==> src/hdl/dsps_pkg.sv <==
// shared types, constants and coil tables of the dual stepper phase sequencer
`default_nettype none
package dsps_pkg;

    // default clamp for both motor speeds
    localparam int unsigned MAX_SPEED_DEF = 10;

    // field widths
    localparam int unsigned CMD_W     = 2;
    localparam int unsigned SPEED_W   = 8;
    localparam int unsigned COIL_W    = 4;
    localparam int unsigned PHASE_W   = 3;
    localparam int unsigned DELAY_W   = 8;
    localparam int unsigned ELAPSED_W = 26;
    localparam int unsigned TOUT_W    = 16;
    localparam int unsigned MODE_W    = 4;
    localparam int unsigned RATIO_W   = 4;
    localparam int unsigned SLOTS_W   = 8;
    localparam int unsigned APB_AW    = 5;
    localparam int unsigned APB_DW    = 32;

    localparam logic [ELAPSED_W-1:0] ELAPSED_MAX = {ELAPSED_W{1'b1}};
    localparam logic [9:0]           MS_PER_SEC  = 10'd1000;

    // command codes
    localparam logic [CMD_W-1:0] CMD_SPEED = 2'd0;
    localparam logic [CMD_W-1:0] CMD_SLOT  = 2'd1;
    localparam logic [CMD_W-1:0] CMD_TICK  = 2'd2;

    // register indexes
    localparam logic [2:0] REG_STEP_MODE   = 3'd0;
    localparam logic [2:0] REG_TIMEOUT_S   = 3'd1;
    localparam logic [2:0] REG_BASE_DELAY  = 3'd2;
    localparam logic [2:0] REG_SPEED_RATIO = 3'd3;
    localparam logic [2:0] REG_SLOTS_BURST = 3'd4;
    localparam logic [2:0] REG_LIMIT_EN    = 3'd5;
    localparam logic [2:0] REG_LIMIT_LEVEL = 3'd6;

    // register reset values and step mode constants
    localparam logic [MODE_W-1:0]  STEP_MODE_RST   = 4'd1;
    localparam logic [TOUT_W-1:0]  TIMEOUT_S_RST   = 16'd1;
    localparam logic [DELAY_W-1:0] BASE_DELAY_RST  = 8'd10;
    localparam logic [RATIO_W-1:0] SPEED_RATIO_RST = 4'd1;
    localparam logic [SLOTS_W-1:0] SLOTS_BURST_RST = 8'd8;
    localparam logic [MODE_W-1:0]  FULL_STEP_MODE  = 4'd4;
    localparam logic [MODE_W-1:0]  MODE_MAX        = 4'd8;

    typedef struct packed {
        logic [CMD_W-1:0]          cmd;
        logic signed [SPEED_W-1:0] speed_a;
        logic signed [SPEED_W-1:0] speed_b;
        logic                      limit_left;
        logic                      limit_right;
    } t_in_item;

    typedef struct packed {
        logic [COIL_W-1:0]  coils_a;
        logic [COIL_W-1:0]  coils_b;
        logic [DELAY_W-1:0] slot_delay_ms;
        logic               moving;
        logic               timed_out;
        logic               limit_hit;
    } t_out_item;

    // half-step coil table
    function automatic logic [COIL_W-1:0] half_coils(input logic [PHASE_W-1:0] p);
        logic [COIL_W-1:0] c;
        unique case (p)
            3'd0:    c = 4'b0001;
            3'd1:    c = 4'b0011;
            3'd2:    c = 4'b0010;
            3'd3:    c = 4'b0110;
            3'd4:    c = 4'b0100;
            3'd5:    c = 4'b1100;
            3'd6:    c = 4'b1000;
            default: c = 4'b1001;
        endcase
        return c;
    endfunction

    // full-step coil table
    function automatic logic [COIL_W-1:0] full_coils(input logic [1:0] p);
        logic [COIL_W-1:0] c;
        unique case (p)
            2'd0:    c = 4'b1010;
            2'd1:    c = 4'b0110;
            2'd2:    c = 4'b0101;
            default: c = 4'b1001;
        endcase
        return c;
    endfunction

endpackage
`default_nettype wire

==> src/hdl/dual_stepper_phase_sequencer_core.sv <==
// top level of the dual stepper phase sequencer: command handling, phase state, serial divider
//
// usage
// - input channel i_in_valid / o_in_stall / i_in_data carries one command beat:
//   a speed command, a step slot or a one millisecond tick
// - output channel o_out_valid / i_out_stall / o_out_data returns exactly one
//   result beat per input beat, in order
// - the user writes registers over the apb port only while no beat is in flight; unchecked
// flow
// - a step slot that moves a motor: the slot delay comes from a restoring
//   divider that retires one quotient bit per cycle; the beat passes from
//   idle through the divide state and the done state into the output register
// - every other beat goes from idle straight to the done state
// - the sequencer holds one item at a time and takes the next beat only
//   once the previous one has left the done state
// reset
// - synchronous, active low; registers return to their defaults, both motors
//   stop with coils off and phase zero, the output register empties
// stall
// - a result waits in the output register while i_out_stall is high; the next
//   beat is still accepted and worked on, and waits in its done state until
//   the output register frees
`default_nettype none
module dual_stepper_phase_sequencer_core #(
    parameter int unsigned MAX_SPEED = dsps_pkg::MAX_SPEED_DEF   // 1 to 15
) (
    input  wire logic                         i_clk,
    input  wire logic                         i_rst_n,
    // input channel
    input  wire logic                         i_in_valid,
    output logic                              o_in_stall,
    input  wire dsps_pkg::t_in_item           i_in_data,
    // output channel
    output logic                              o_out_valid,
    input  wire logic                         i_out_stall,
    output dsps_pkg::t_out_item               o_out_data,
    // apb configuration port
    input  wire logic                         psel,
    input  wire logic                         penable,
    input  wire logic                         pwrite,
    input  wire logic [dsps_pkg::APB_AW-1:0]  paddr,
    input  wire logic [dsps_pkg::APB_DW-1:0]  pwdata,
    output logic [dsps_pkg::APB_DW-1:0]       prdata,
    output logic                              pready
);

    // magnitude of a clamped speed and its signed form
    localparam int unsigned MAG_W = $clog2(MAX_SPEED + 1);
    localparam int unsigned SPD_W = MAG_W + 1;
    localparam int unsigned CNT_W = $clog2(dsps_pkg::DELAY_W);

    localparam logic signed [dsps_pkg::SPEED_W-1:0] SPD_HI = dsps_pkg::SPEED_W'(MAX_SPEED);
    localparam logic signed [dsps_pkg::SPEED_W-1:0] SPD_LO = -SPD_HI;

    typedef enum logic [2:0] {
        ST_IDLE = 3'b001,
        ST_DIV  = 3'b010,
        ST_DONE = 3'b100
    } t_state;

    typedef struct packed {
        logic [dsps_pkg::COIL_W-1:0]  coils;
        logic [dsps_pkg::PHASE_W-1:0] phase;
    } t_adv;

    // configuration registers
    logic [dsps_pkg::MODE_W-1:0]    r_step_mode,   n_step_mode;
    logic [dsps_pkg::TOUT_W-1:0]    r_timeout_s,   n_timeout_s;
    logic [dsps_pkg::ELAPSED_W-1:0] r_timeout_ms,  n_timeout_ms;
    logic [dsps_pkg::DELAY_W-1:0]   r_base_delay,  n_base_delay;
    logic [dsps_pkg::RATIO_W-1:0]   r_speed_ratio, n_speed_ratio;
    logic [dsps_pkg::SLOTS_W-1:0]   r_slots_burst, n_slots_burst;
    logic                           r_limit_en,    n_limit_en;
    logic                           r_limit_level, n_limit_level;

    // motor state
    logic signed [SPD_W-1:0]        r_speed_a,  n_speed_a;
    logic signed [SPD_W-1:0]        r_speed_b,  n_speed_b;
    logic [dsps_pkg::PHASE_W-1:0]   r_phase_a,  n_phase_a;
    logic [dsps_pkg::PHASE_W-1:0]   r_phase_b,  n_phase_b;
    logic [dsps_pkg::COIL_W-1:0]    r_coils_a,  n_coils_a;
    logic [dsps_pkg::COIL_W-1:0]    r_coils_b,  n_coils_b;
    logic [dsps_pkg::RATIO_W-1:0]   r_ratio_cd, n_ratio_cd;
    logic [dsps_pkg::SLOTS_W-1:0]   r_burst,    n_burst;
    logic [dsps_pkg::ELAPSED_W-1:0] r_elapsed,  n_elapsed;

    // sequencer, divider and output
    t_state                         r_state,    n_state;
    logic [dsps_pkg::DELAY_W-1:0]   r_div_q,    n_div_q;
    logic [MAG_W-1:0]               r_div_rem,  n_div_rem;
    logic [MAG_W-1:0]               r_div_d,    n_div_d;
    logic [CNT_W-1:0]               r_div_cnt,  n_div_cnt;
    dsps_pkg::t_out_item            r_pend,     n_pend;
    dsps_pkg::t_out_item            r_out,      n_out;
    logic                           r_out_valid, n_out_valid;

    logic w_in_acc;
    logic w_cfg_wr;

    // clamp a requested speed to the allowed range
    function automatic logic signed [SPD_W-1:0] clamp_speed(
        input logic signed [dsps_pkg::SPEED_W-1:0] s
    );
        logic signed [dsps_pkg::SPEED_W-1:0] c;
        if (s < SPD_LO) begin
            c = SPD_LO;
        end else if (s > SPD_HI) begin
            c = SPD_HI;
        end else begin
            c = s;
        end
        return c[SPD_W-1:0];
    endfunction

    function automatic logic [MAG_W-1:0] mag(input logic signed [SPD_W-1:0] s);
        logic signed [SPD_W-1:0] m;
        m = (s < 0) ? -s : s;
        return m[MAG_W-1:0];
    endfunction

    // coil pattern for the current phase, then the phase after one step
    function automatic t_adv advance(
        input logic [dsps_pkg::PHASE_W-1:0] p,
        input logic                         neg,
        input logic [dsps_pkg::MODE_W-1:0]  mode
    );
        t_adv                             a;
        logic [dsps_pkg::MODE_W-1:0]      sum;
        logic [dsps_pkg::MODE_W-1:0]      pw;
        pw  = {1'b0, p};
        sum = pw + mode;
        if (mode == dsps_pkg::FULL_STEP_MODE) begin
            a.coils = p[2] ? '0 : dsps_pkg::full_coils(p[1:0]);
            if (neg) begin
                a.phase = (p >= 3'd3) ? 3'd0 : p + 3'd1;
            end else if (p == 3'd0) begin
                a.phase = 3'd3;
            end else begin
                a.phase = (p >= 3'd5) ? 3'd0 : p - 3'd1;
            end
        end else begin
            a.coils = dsps_pkg::half_coils(p);
            if (neg) begin
                a.phase = (sum > 4'd7) ? 3'd0 : sum[dsps_pkg::PHASE_W-1:0];
            end else begin
                a.phase = (pw >= mode) ? 3'(pw - mode) : 3'd7;
            end
        end
        return a;
    endfunction

    assign w_in_acc    = i_in_valid && !o_in_stall;
    assign w_cfg_wr    = psel && penable && pwrite && pready;
    assign o_in_stall  = (r_state != ST_IDLE);
    assign o_out_valid = r_out_valid;
    assign o_out_data  = r_out;
    assign pready      = 1'b1;

    // register writes
    always_comb begin
        n_step_mode   = r_step_mode;
        n_timeout_s   = r_timeout_s;
        n_timeout_ms  = r_timeout_ms;
        n_base_delay  = r_base_delay;
        n_speed_ratio = r_speed_ratio;
        n_slots_burst = r_slots_burst;
        n_limit_en    = r_limit_en;
        n_limit_level = r_limit_level;
        if (w_cfg_wr) begin
            unique case (paddr[4:2])
                dsps_pkg::REG_STEP_MODE: begin
                    // out-of-range modes are dropped
                    if (pwdata[3:0] != '0 && pwdata[3:0] <= dsps_pkg::MODE_MAX) begin
                        n_step_mode = pwdata[dsps_pkg::MODE_W-1:0];
                    end
                end
                dsps_pkg::REG_TIMEOUT_S: begin
                    n_timeout_s  = pwdata[dsps_pkg::TOUT_W-1:0];
                    // seconds to milliseconds once, at write time
                    n_timeout_ms = dsps_pkg::ELAPSED_W'(pwdata[dsps_pkg::TOUT_W-1:0]
                                                        * dsps_pkg::MS_PER_SEC);
                end
                dsps_pkg::REG_BASE_DELAY:  n_base_delay  = pwdata[dsps_pkg::DELAY_W-1:0];
                dsps_pkg::REG_SPEED_RATIO: n_speed_ratio = pwdata[dsps_pkg::RATIO_W-1:0];
                dsps_pkg::REG_SLOTS_BURST: n_slots_burst = pwdata[dsps_pkg::SLOTS_W-1:0];
                dsps_pkg::REG_LIMIT_EN:    n_limit_en    = pwdata[0];
                dsps_pkg::REG_LIMIT_LEVEL: n_limit_level = pwdata[0];
                default: ;
            endcase
        end
    end

    // register reads
    always_comb begin
        unique case (paddr[4:2])
            dsps_pkg::REG_STEP_MODE:   prdata = dsps_pkg::APB_DW'(r_step_mode);
            dsps_pkg::REG_TIMEOUT_S:   prdata = dsps_pkg::APB_DW'(r_timeout_s);
            dsps_pkg::REG_BASE_DELAY:  prdata = dsps_pkg::APB_DW'(r_base_delay);
            dsps_pkg::REG_SPEED_RATIO: prdata = dsps_pkg::APB_DW'(r_speed_ratio);
            dsps_pkg::REG_SLOTS_BURST: prdata = dsps_pkg::APB_DW'(r_slots_burst);
            dsps_pkg::REG_LIMIT_EN:    prdata = dsps_pkg::APB_DW'(r_limit_en);
            dsps_pkg::REG_LIMIT_LEVEL: prdata = dsps_pkg::APB_DW'(r_limit_level);
            default:                   prdata = '0;
        endcase
    end

    // command decode and motor state update, all in the accept cycle
    always_comb begin
        logic signed [SPD_W-1:0]      v_sa;
        logic signed [SPD_W-1:0]      v_sb;
        logic [dsps_pkg::RATIO_W-1:0] v_ratio;
        logic [dsps_pkg::SLOTS_W:0]   v_slots;
        logic [dsps_pkg::SLOTS_W:0]   v_bnext;
        logic                         v_tout;
        logic                         v_lhit;
        logic                         v_step;
        logic                         v_lvl;
        logic [MAG_W-1:0]             v_ma;
        logic [MAG_W-1:0]             v_mb;
        t_adv                         v_adv_a;
        t_adv                         v_adv_b;

        n_speed_a  = r_speed_a;
        n_speed_b  = r_speed_b;
        n_phase_a  = r_phase_a;
        n_phase_b  = r_phase_b;
        n_coils_a  = r_coils_a;
        n_coils_b  = r_coils_b;
        n_ratio_cd = r_ratio_cd;
        n_burst    = r_burst;
        n_elapsed  = r_elapsed;

        v_ratio = (r_speed_ratio == '0) ? dsps_pkg::RATIO_W'(1) : r_speed_ratio;
        v_slots = (r_slots_burst == '0) ? (dsps_pkg::SLOTS_W+1)'(1) : {1'b0, r_slots_burst};
        v_sa    = r_speed_a;
        v_sb    = r_speed_b;
        v_tout  = 1'b0;
        v_lhit  = 1'b0;
        v_step  = 1'b0;
        v_lvl   = 1'b0;
        v_bnext = '0;
        v_ma    = '0;
        v_mb    = '0;
        v_adv_a = advance(r_phase_a, r_speed_a < 0, r_step_mode);
        v_adv_b = advance(r_phase_b, r_speed_b < 0, r_step_mode);

        if (w_in_acc) begin
            if (i_in_data.cmd == dsps_pkg::CMD_SPEED) begin
                v_sa = clamp_speed(i_in_data.speed_a);
                v_sb = clamp_speed(i_in_data.speed_b);
                if (v_sa == '0) begin
                    n_coils_a = '0;
                    n_phase_a = '0;
                end
                if (v_sb == '0) begin
                    n_coils_b = '0;
                    n_phase_b = '0;
                end
                if (v_sa != '0 || v_sb != '0) begin
                    n_elapsed = '0;
                end
                n_burst    = '0;
                n_ratio_cd = v_ratio;
            end else if (i_in_data.cmd == dsps_pkg::CMD_TICK) begin
                if (r_elapsed != dsps_pkg::ELAPSED_MAX) begin
                    n_elapsed = r_elapsed + 1'b1;
                end
            end else if (i_in_data.cmd == dsps_pkg::CMD_SLOT &&
                         (r_speed_a != '0 || r_speed_b != '0)) begin
                // checks at the first slot of a burst
                if (r_burst == '0) begin
                    if (r_timeout_s != '0 && r_elapsed >= r_timeout_ms) begin
                        v_sa      = '0;
                        v_sb      = '0;
                        n_phase_a = '0;
                        n_phase_b = '0;
                        n_coils_a = '0;
                        n_coils_b = '0;
                        v_tout    = 1'b1;
                    end
                    v_lvl = (v_sb < 0) ? i_in_data.limit_left : i_in_data.limit_right;
                    if (r_limit_en && v_sb != '0 && v_lvl == r_limit_level) begin
                        v_sb      = '0;
                        n_phase_b = '0;
                        n_coils_b = '0;
                        v_lhit    = 1'b1;
                    end
                    n_ratio_cd = v_ratio;
                end
                if (v_sa != '0 || v_sb != '0) begin
                    v_step = 1'b1;
                    if (v_sa != '0) begin
                        n_coils_a = v_adv_a.coils;
                        n_phase_a = v_adv_a.phase;
                    end
                    // motor b steps on the last count of the ratio
                    if (v_sb != '0 && n_ratio_cd == dsps_pkg::RATIO_W'(1)) begin
                        n_coils_b = v_adv_b.coils;
                        n_phase_b = v_adv_b.phase;
                    end
                    n_ratio_cd = (n_ratio_cd <= dsps_pkg::RATIO_W'(1)) ? v_ratio
                                                                      : n_ratio_cd - 1'b1;
                    v_bnext = {1'b0, r_burst} + 1'b1;
                    n_burst = (v_bnext >= v_slots) ? '0 : v_bnext[dsps_pkg::SLOTS_W-1:0];
                end
            end
            n_speed_a = v_sa;
            n_speed_b = v_sb;
        end

        v_ma = mag(v_sa);
        v_mb = mag(v_sb);

        // pending result, the delay is filled in by the divider
        n_pend               = r_pend;
        n_pend.coils_a       = n_coils_a;
        n_pend.coils_b       = n_coils_b;
        n_pend.slot_delay_ms = '0;
        n_pend.moving        = (v_sa != '0 || v_sb != '0);
        n_pend.timed_out     = v_tout;
        n_pend.limit_hit     = v_lhit;

        // sequencer and one-bit-per-cycle restoring divider
        n_state     = r_state;
        n_div_q     = r_div_q;
        n_div_rem   = r_div_rem;
        n_div_d     = r_div_d;
        n_div_cnt   = r_div_cnt;
        n_out       = r_out;
        n_out_valid = r_out_valid && i_out_stall;

        unique case (r_state)
            ST_IDLE: begin
                if (w_in_acc) begin
                    n_div_rem = '0;
                    n_div_cnt = '0;
                    n_div_d   = (v_ma > v_mb) ? v_ma : v_mb;
                    if (v_step) begin
                        n_div_q = r_base_delay;
                        n_state = ST_DIV;
                    end else begin
                        n_div_q = '0;
                        n_state = ST_DONE;
                    end
                end
            end
            ST_DIV: begin
                logic [MAG_W:0] v_trial;
                v_trial = {r_div_rem, r_div_q[dsps_pkg::DELAY_W-1]};
                if (v_trial >= {1'b0, r_div_d}) begin
                    n_div_rem = MAG_W'(v_trial - {1'b0, r_div_d});
                    n_div_q   = {r_div_q[dsps_pkg::DELAY_W-2:0], 1'b1};
                end else begin
                    n_div_rem = v_trial[MAG_W-1:0];
                    n_div_q   = {r_div_q[dsps_pkg::DELAY_W-2:0], 1'b0};
                end
                n_div_cnt = r_div_cnt + 1'b1;
                if (r_div_cnt == CNT_W'(dsps_pkg::DELAY_W - 1)) begin
                    n_state = ST_DONE;
                end
            end
            ST_DONE: begin
                // hand over once the output register is free
                if (!r_out_valid || !i_out_stall) begin
                    n_out               = r_pend;
                    n_out.slot_delay_ms = r_div_q;
                    n_out_valid         = 1'b1;
                    n_state             = ST_IDLE;
                end
            end
            default: n_state = ST_IDLE;
        endcase

        // pending result is kept until the next beat is taken
        if (!w_in_acc) begin
            n_pend = r_pend;
        end
    end

    // control and architectural state
    always_ff @(posedge i_clk) begin
        if (!i_rst_n) begin
            r_step_mode   <= dsps_pkg::STEP_MODE_RST;
            r_timeout_s   <= dsps_pkg::TIMEOUT_S_RST;
            r_timeout_ms  <= dsps_pkg::ELAPSED_W'(dsps_pkg::MS_PER_SEC);
            r_base_delay  <= dsps_pkg::BASE_DELAY_RST;
            r_speed_ratio <= dsps_pkg::SPEED_RATIO_RST;
            r_slots_burst <= dsps_pkg::SLOTS_BURST_RST;
            r_limit_en    <= 1'b1;
            r_limit_level <= 1'b1;
            r_speed_a     <= '0;
            r_speed_b     <= '0;
            r_phase_a     <= '0;
            r_phase_b     <= '0;
            r_coils_a     <= '0;
            r_coils_b     <= '0;
            r_ratio_cd    <= dsps_pkg::RATIO_W'(1);
            r_burst       <= '0;
            r_elapsed     <= '0;
            r_state       <= ST_IDLE;
            r_out_valid   <= 1'b0;
        end else begin
            r_step_mode   <= n_step_mode;
            r_timeout_s   <= n_timeout_s;
            r_timeout_ms  <= n_timeout_ms;
            r_base_delay  <= n_base_delay;
            r_speed_ratio <= n_speed_ratio;
            r_slots_burst <= n_slots_burst;
            r_limit_en    <= n_limit_en;
            r_limit_level <= n_limit_level;
            r_speed_a     <= n_speed_a;
            r_speed_b     <= n_speed_b;
            r_phase_a     <= n_phase_a;
            r_phase_b     <= n_phase_b;
            r_coils_a     <= n_coils_a;
            r_coils_b     <= n_coils_b;
            r_ratio_cd    <= n_ratio_cd;
            r_burst       <= n_burst;
            r_elapsed     <= n_elapsed;
            r_state       <= n_state;
            r_out_valid   <= n_out_valid;
        end
    end

    // payload, no reset
    always_ff @(posedge i_clk) begin
        r_div_q   <= n_div_q;
        r_div_rem <= n_div_rem;
        r_div_d   <= n_div_d;
        r_div_cnt <= n_div_cnt;
        r_pend    <= n_pend;
        r_out     <= n_out;
    end

endmodule
`default_nettype wire

==> config.mk <==
export PLATFORM = sky130hd
export DESIGN_NAME = dual_stepper_phase_sequencer_core
export DESIGN_NICKNAME = d
export VERILOG_FILES = /design/src/hdl/dsps_pkg.sv /design/src/hdl/dual_stepper_phase_sequencer_core.sv
export SDC_FILE = /design/constraint.sdc
export NUM_CORES = 1
export LEC_CHECK = 0
export ABC_CLOCK_PERIOD_IN_PS = 11100
export BUFFER_PORTS_ARGS = -buffer_cell sky130_fd_sc_hd__buf_2
export CAP_MARGIN = 20
export CELL_PAD_IN_SITES_DETAIL_PLACEMENT = 1
export CELL_PAD_IN_SITES_GLOBAL_PLACEMENT = 1
export CORE_ASPECT_RATIO = 1.75
export CORE_MARGIN = 10
export CORE_UTILIZATION = 45
export CTS_CLUSTER_SIZE = 14
export DETAILED_ROUTE_END_ITERATION = 8
export HOLD_SLACK_MARGIN = 0.15
export PLACE_DENSITY = 0.9
export SYNTH_ARGS = -nofsm -noshare
export SYNTH_HDL_FRONTEND = slang
export SYNTH_SLANG_ARGS = --single-unit
==> constraint.sdc <==
create_clock -name i_clk -period 11.1 [get_ports i_clk]
set_clock_uncertainty 0.1 [all_clocks]
set_input_delay 1.11 -clock i_clk [delete_from_list [all_inputs] [get_ports i_clk]]
set_output_delay 1.11 -clock i_clk [all_outputs]
set_load 0.005 [all_outputs]
==> results.md <==
* Total grt overflow at 0
* Final setup TNS at 0 ns
* First-pass GRT wire length at roughly 64,000 µm
* Layout cell share with drive strength beyond 1 at 10.4%
* Min-delay worst type: reg -> reg
* Critical-path cell list: buf_2 > fa_1 > inv_1 > fa_1 > fa_1 > inv_1 > fa_1 > ha_1 > o21ai_0 > o21ai_0 > a221o_1 > a31oi_1 > o21ai_0 > a21oi_1 > or3_1 > a31oi_1
* Fmax achieved at 172 MHz
* Placement Rows at 81
* Tcrit/Tclk final at 52.5%
* Via density at 5.93
* Pwr per Cell Area at 154 nW/µm²
* Final Max Slew Viols at 0
* Crit. path cell count at 16
* RSZ-0062 raised after global routing: no
* Filler instances at between 3,000 and 4,000
* Starting Density at a little under half
* Top FF cell, synth: dfxtp_1
* CTS tree: done
* Core footprint at 28,000 µm²
* R2r setup slk at 5.83 ns
* Post-DP HPWL at 30,300 µm
* Hold Path End: o_out_data[16]
* CTS Sinks at 178
* Tmin final at 5.83 ns
* Worst slew margin at a little under two fifths
* Post-route cell area at about 14,000 µm²
* Layout net count at 1,727
* Synth cell types at 86
* Commonest non-fill, non-tap cell in the layout: nand2_1
* Iter 0 DRT Violations at 578
* Diode count at 0
* Vias at 11,000
* R2r endpoint: r_div_d[0]
* Worst hold start: r_pend[16]
* Die ar. at 35,800 µm²
* Outcome: finished, final reports clean
* Yosys warns at 0
* Die height at between 200 and 250 µm
* Post-route ant nets at 0
* Vias in the first global route at between 10,000 and 15,000
* EDFF count, synth at 49
* GPL Wtd Cong at 0.939
* Place WS at 4.91 ns
* IO Pins at between 100 and 150
* CP top delay family: adder cells
* Leakage at 5.83 nW
* Critical Path RT at 11.40 ns
* Largest stage delay, worst path at 0.52 ns
* IO Port Bufs at 82
* Syn Area/Cell at a little over 9 µm²
* Setup-failing EPs final at 0
* Worst reg-to-reg path cell count at 19
* Final Hold Viols at 0
* CP dominant cell by count: fa_1
* Post-CTS Hold Buffers at 0
* First-pass DRT Iterations at 5
* Slowest CP cell: fa_1
* Fin cells at 1,861
* Worst-margin pin slew at approximately 0.93 ns
* Post-synth ARST share at 0%
* Final worst slack at between 5 and 6 ns
* Synth Register Bits at 178
* Most frequent cells in the layout: nand2_1 (135), ha_1 (129), dfxtp_1 (129)
* TritonCTS Buffers at 17
* Clock-pin slew on the worst setup and hold paths at 0.07 ns
* Post-Syn Instances at approximately 1,400
* Origin of the critical flop-to-flop path: r_state[1]
* # H-tree levels at 4
* Worst-Skew Late Latency at 0.48 ns
* Chip Width at 147 µm
* Critical path buffer and inverter count at 3
* Max-Cap Viols at 0
* Placed Area at around 13,000 µm²
* WL final at 39,800 µm
* Critical path type: in -> reg
* Postcts setup bufs at 0
* Worst hold slack at 0.320 ns
* Synth-to-Final Area Change at 10.0%
* Clock tree buffer depth at 2
* Crit path DAT at 6.12 ns
* # DRC at 0
* Antenna violations before repair at 0
* Post-CTS Resized at 0
* Post-Place Cells at 1,827
* Root Buffer: clkbuf_16
* Startpoint type of the worst setup path: input pin
* Post-Syn Area at 12,800 µm²
* Maximum vdd drop at 0.000116 V
* Worst Setup End Kind: register
* WL per Instance at 21.4 µm
* Crit-path max FO at 12
* Largest net degree at the start of global routing at between 60 and 70
* Post-synthesis sequential area ratio at 31.7%
* Tot GR Track Use at between 20% and 30%
* WHS Path Cells at 0
where the power goes:
group          switching [mW]  internal, mW
clock network           0.287         0.324
registers              0.0120         0.686
logic                   0.518         0.342
total                   0.816          1.35
sequential cells by signal, summed over array words and instances (netlist names), 5 cells and up:
name	cells
r_elapsed	26
r_timeout_ms	21
o_out_data	19
r_timeout_s	16
r_pend	11
r_base_delay	8
r_burst	8
r_div_q	8
r_slots_burst	8
r_speed_a	5
r_speed_b	5
cell type report:
type	count	area [µm²]	area share (%)
clock buffers	19	453	3.22
clock inverters	13	126	0.898
inverters	113	424	3.01
multi-input cells	1073	8060	57.3
flip-flops and latches	178	4050	28.8
well taps	373	467	3.32
repair buffers	92	483	3.43
Yosys cell counts, types with 6 or more instances:
master | number | area, µm²
nand2b_1 | 12 | 75.1
edfxtp_1 | 49 | 1470
o31ai_1 | 12 | 90.1
nand2_1 | 135 | 507
nor4_1 | 11 | 68.8
ha_1 | 129 | 1610
nand4_1 | 17 | 106
a22o_1 | 9 | 78.8
xor2_1 | 35 | 307
clkbuf_1 | 33 | 124
or2_2 | 9 | 56.3
a22oi_1 | 7 | 52.6
a21oi_1 | 93 | 465
nand3_1 | 36 | 180
xnor2_1 | 22 | 193
nor2b_1 | 8 | 50.1
and2_1 | 21 | 131
buf_4 | 17 | 128
or3_1 | 12 | 75.1
nor2_1 | 128 | 480
mux2i_1 | 37 | 370
nand4b_1 | 7 | 61.3
o21ai_0 | 77 | 385
o21a_1 | 9 | 67.6
buf_1 | 6 | 22.5
nor3_1 | 23 | 115
a31oi_1 | 7 | 43.8
dfxtp_1 | 129 | 2580
o21bai_1 | 6 | 45.0
o2bb2ai_1 | 6 | 52.6
a21o_1 | 11 | 82.6
o211ai_1 | 17 | 128
inv_1 | 113 | 424
and3_1 | 18 | 113
fa_1 | 59 | 1180
cells by family (layout without fill, tap and decap cells):
group                      after synthesis  after routing  synth area share [%]
other                                    2             17                0.0587
adders and majority gates              188            188                  21.9
AOI/OAI and AO/OA                      306            306                  15.3
DFF                                    178            178                  31.7
muxes                                   44             44                  3.87
xor gates and xnor gates                57             57                  3.90
buffers and inverters                  175            237                  5.79
and+or+nand+nor                        461            461                  17.5
routing by layer:
metal / global-route usage (%) / wire length [µm] / up-vias
met5: 0 / 0 / -
met4: 16.8 / 2900 / 0
met3: 4.08 / 1400 / 191
met2: 43.1 / 22500 / 332
met1: 19.2 / 13100 / 5470
li1: - / - / 5044
worst reg2reg max path: stages (launching register included):
cell	delay, ns
dfxtp_1	0.36
nor3b_1	0.29
nand2_1	0.38
inv_1	0.15
buf_4	0.31
nand4b_1	0.25
o31ai_1	0.45
nor2_2	0.15
a21oi_1	0.36
ha_1	0.32
nand2_1	0.08
o21a_1	0.16
inv_1	0.05
ha_1	0.31
nor2b_1	0.14
o21ai_0	0.14
nand2b_1	0.07
a21oi_1	0.14
a41o_1	0.25
mux2i_1	0.53
how the worst max path moves through the flow:
stage	from	to	slack, ns
2_1_floorplan	pwdata[0]	r_timeout_ms[24]	5.88
3_3_place_gp	pwdata[3]	r_timeout_ms[24]	5.09
3_5_place_dp	pwdata[2]	r_timeout_ms[24]	4.91
4_1_cts	pwdata[2]	r_timeout_ms[24]	5.32
5_1_grt	pwdata[3]	r_timeout_ms[24]	5.10
6_report	pwdata[2]	r_timeout_ms[24]	5.27
metrics by stage:
step / util [%] / total power [mW]
floorplan: - / 1.30
global placement: 48.2 / 1.47
detailed placement: 48.2 / 1.53
CTS: 50.3 / 2.17
global route: 50.3 / 2.29
finish: 50.3 / 2.17
(Power assumes the default switching activity.)
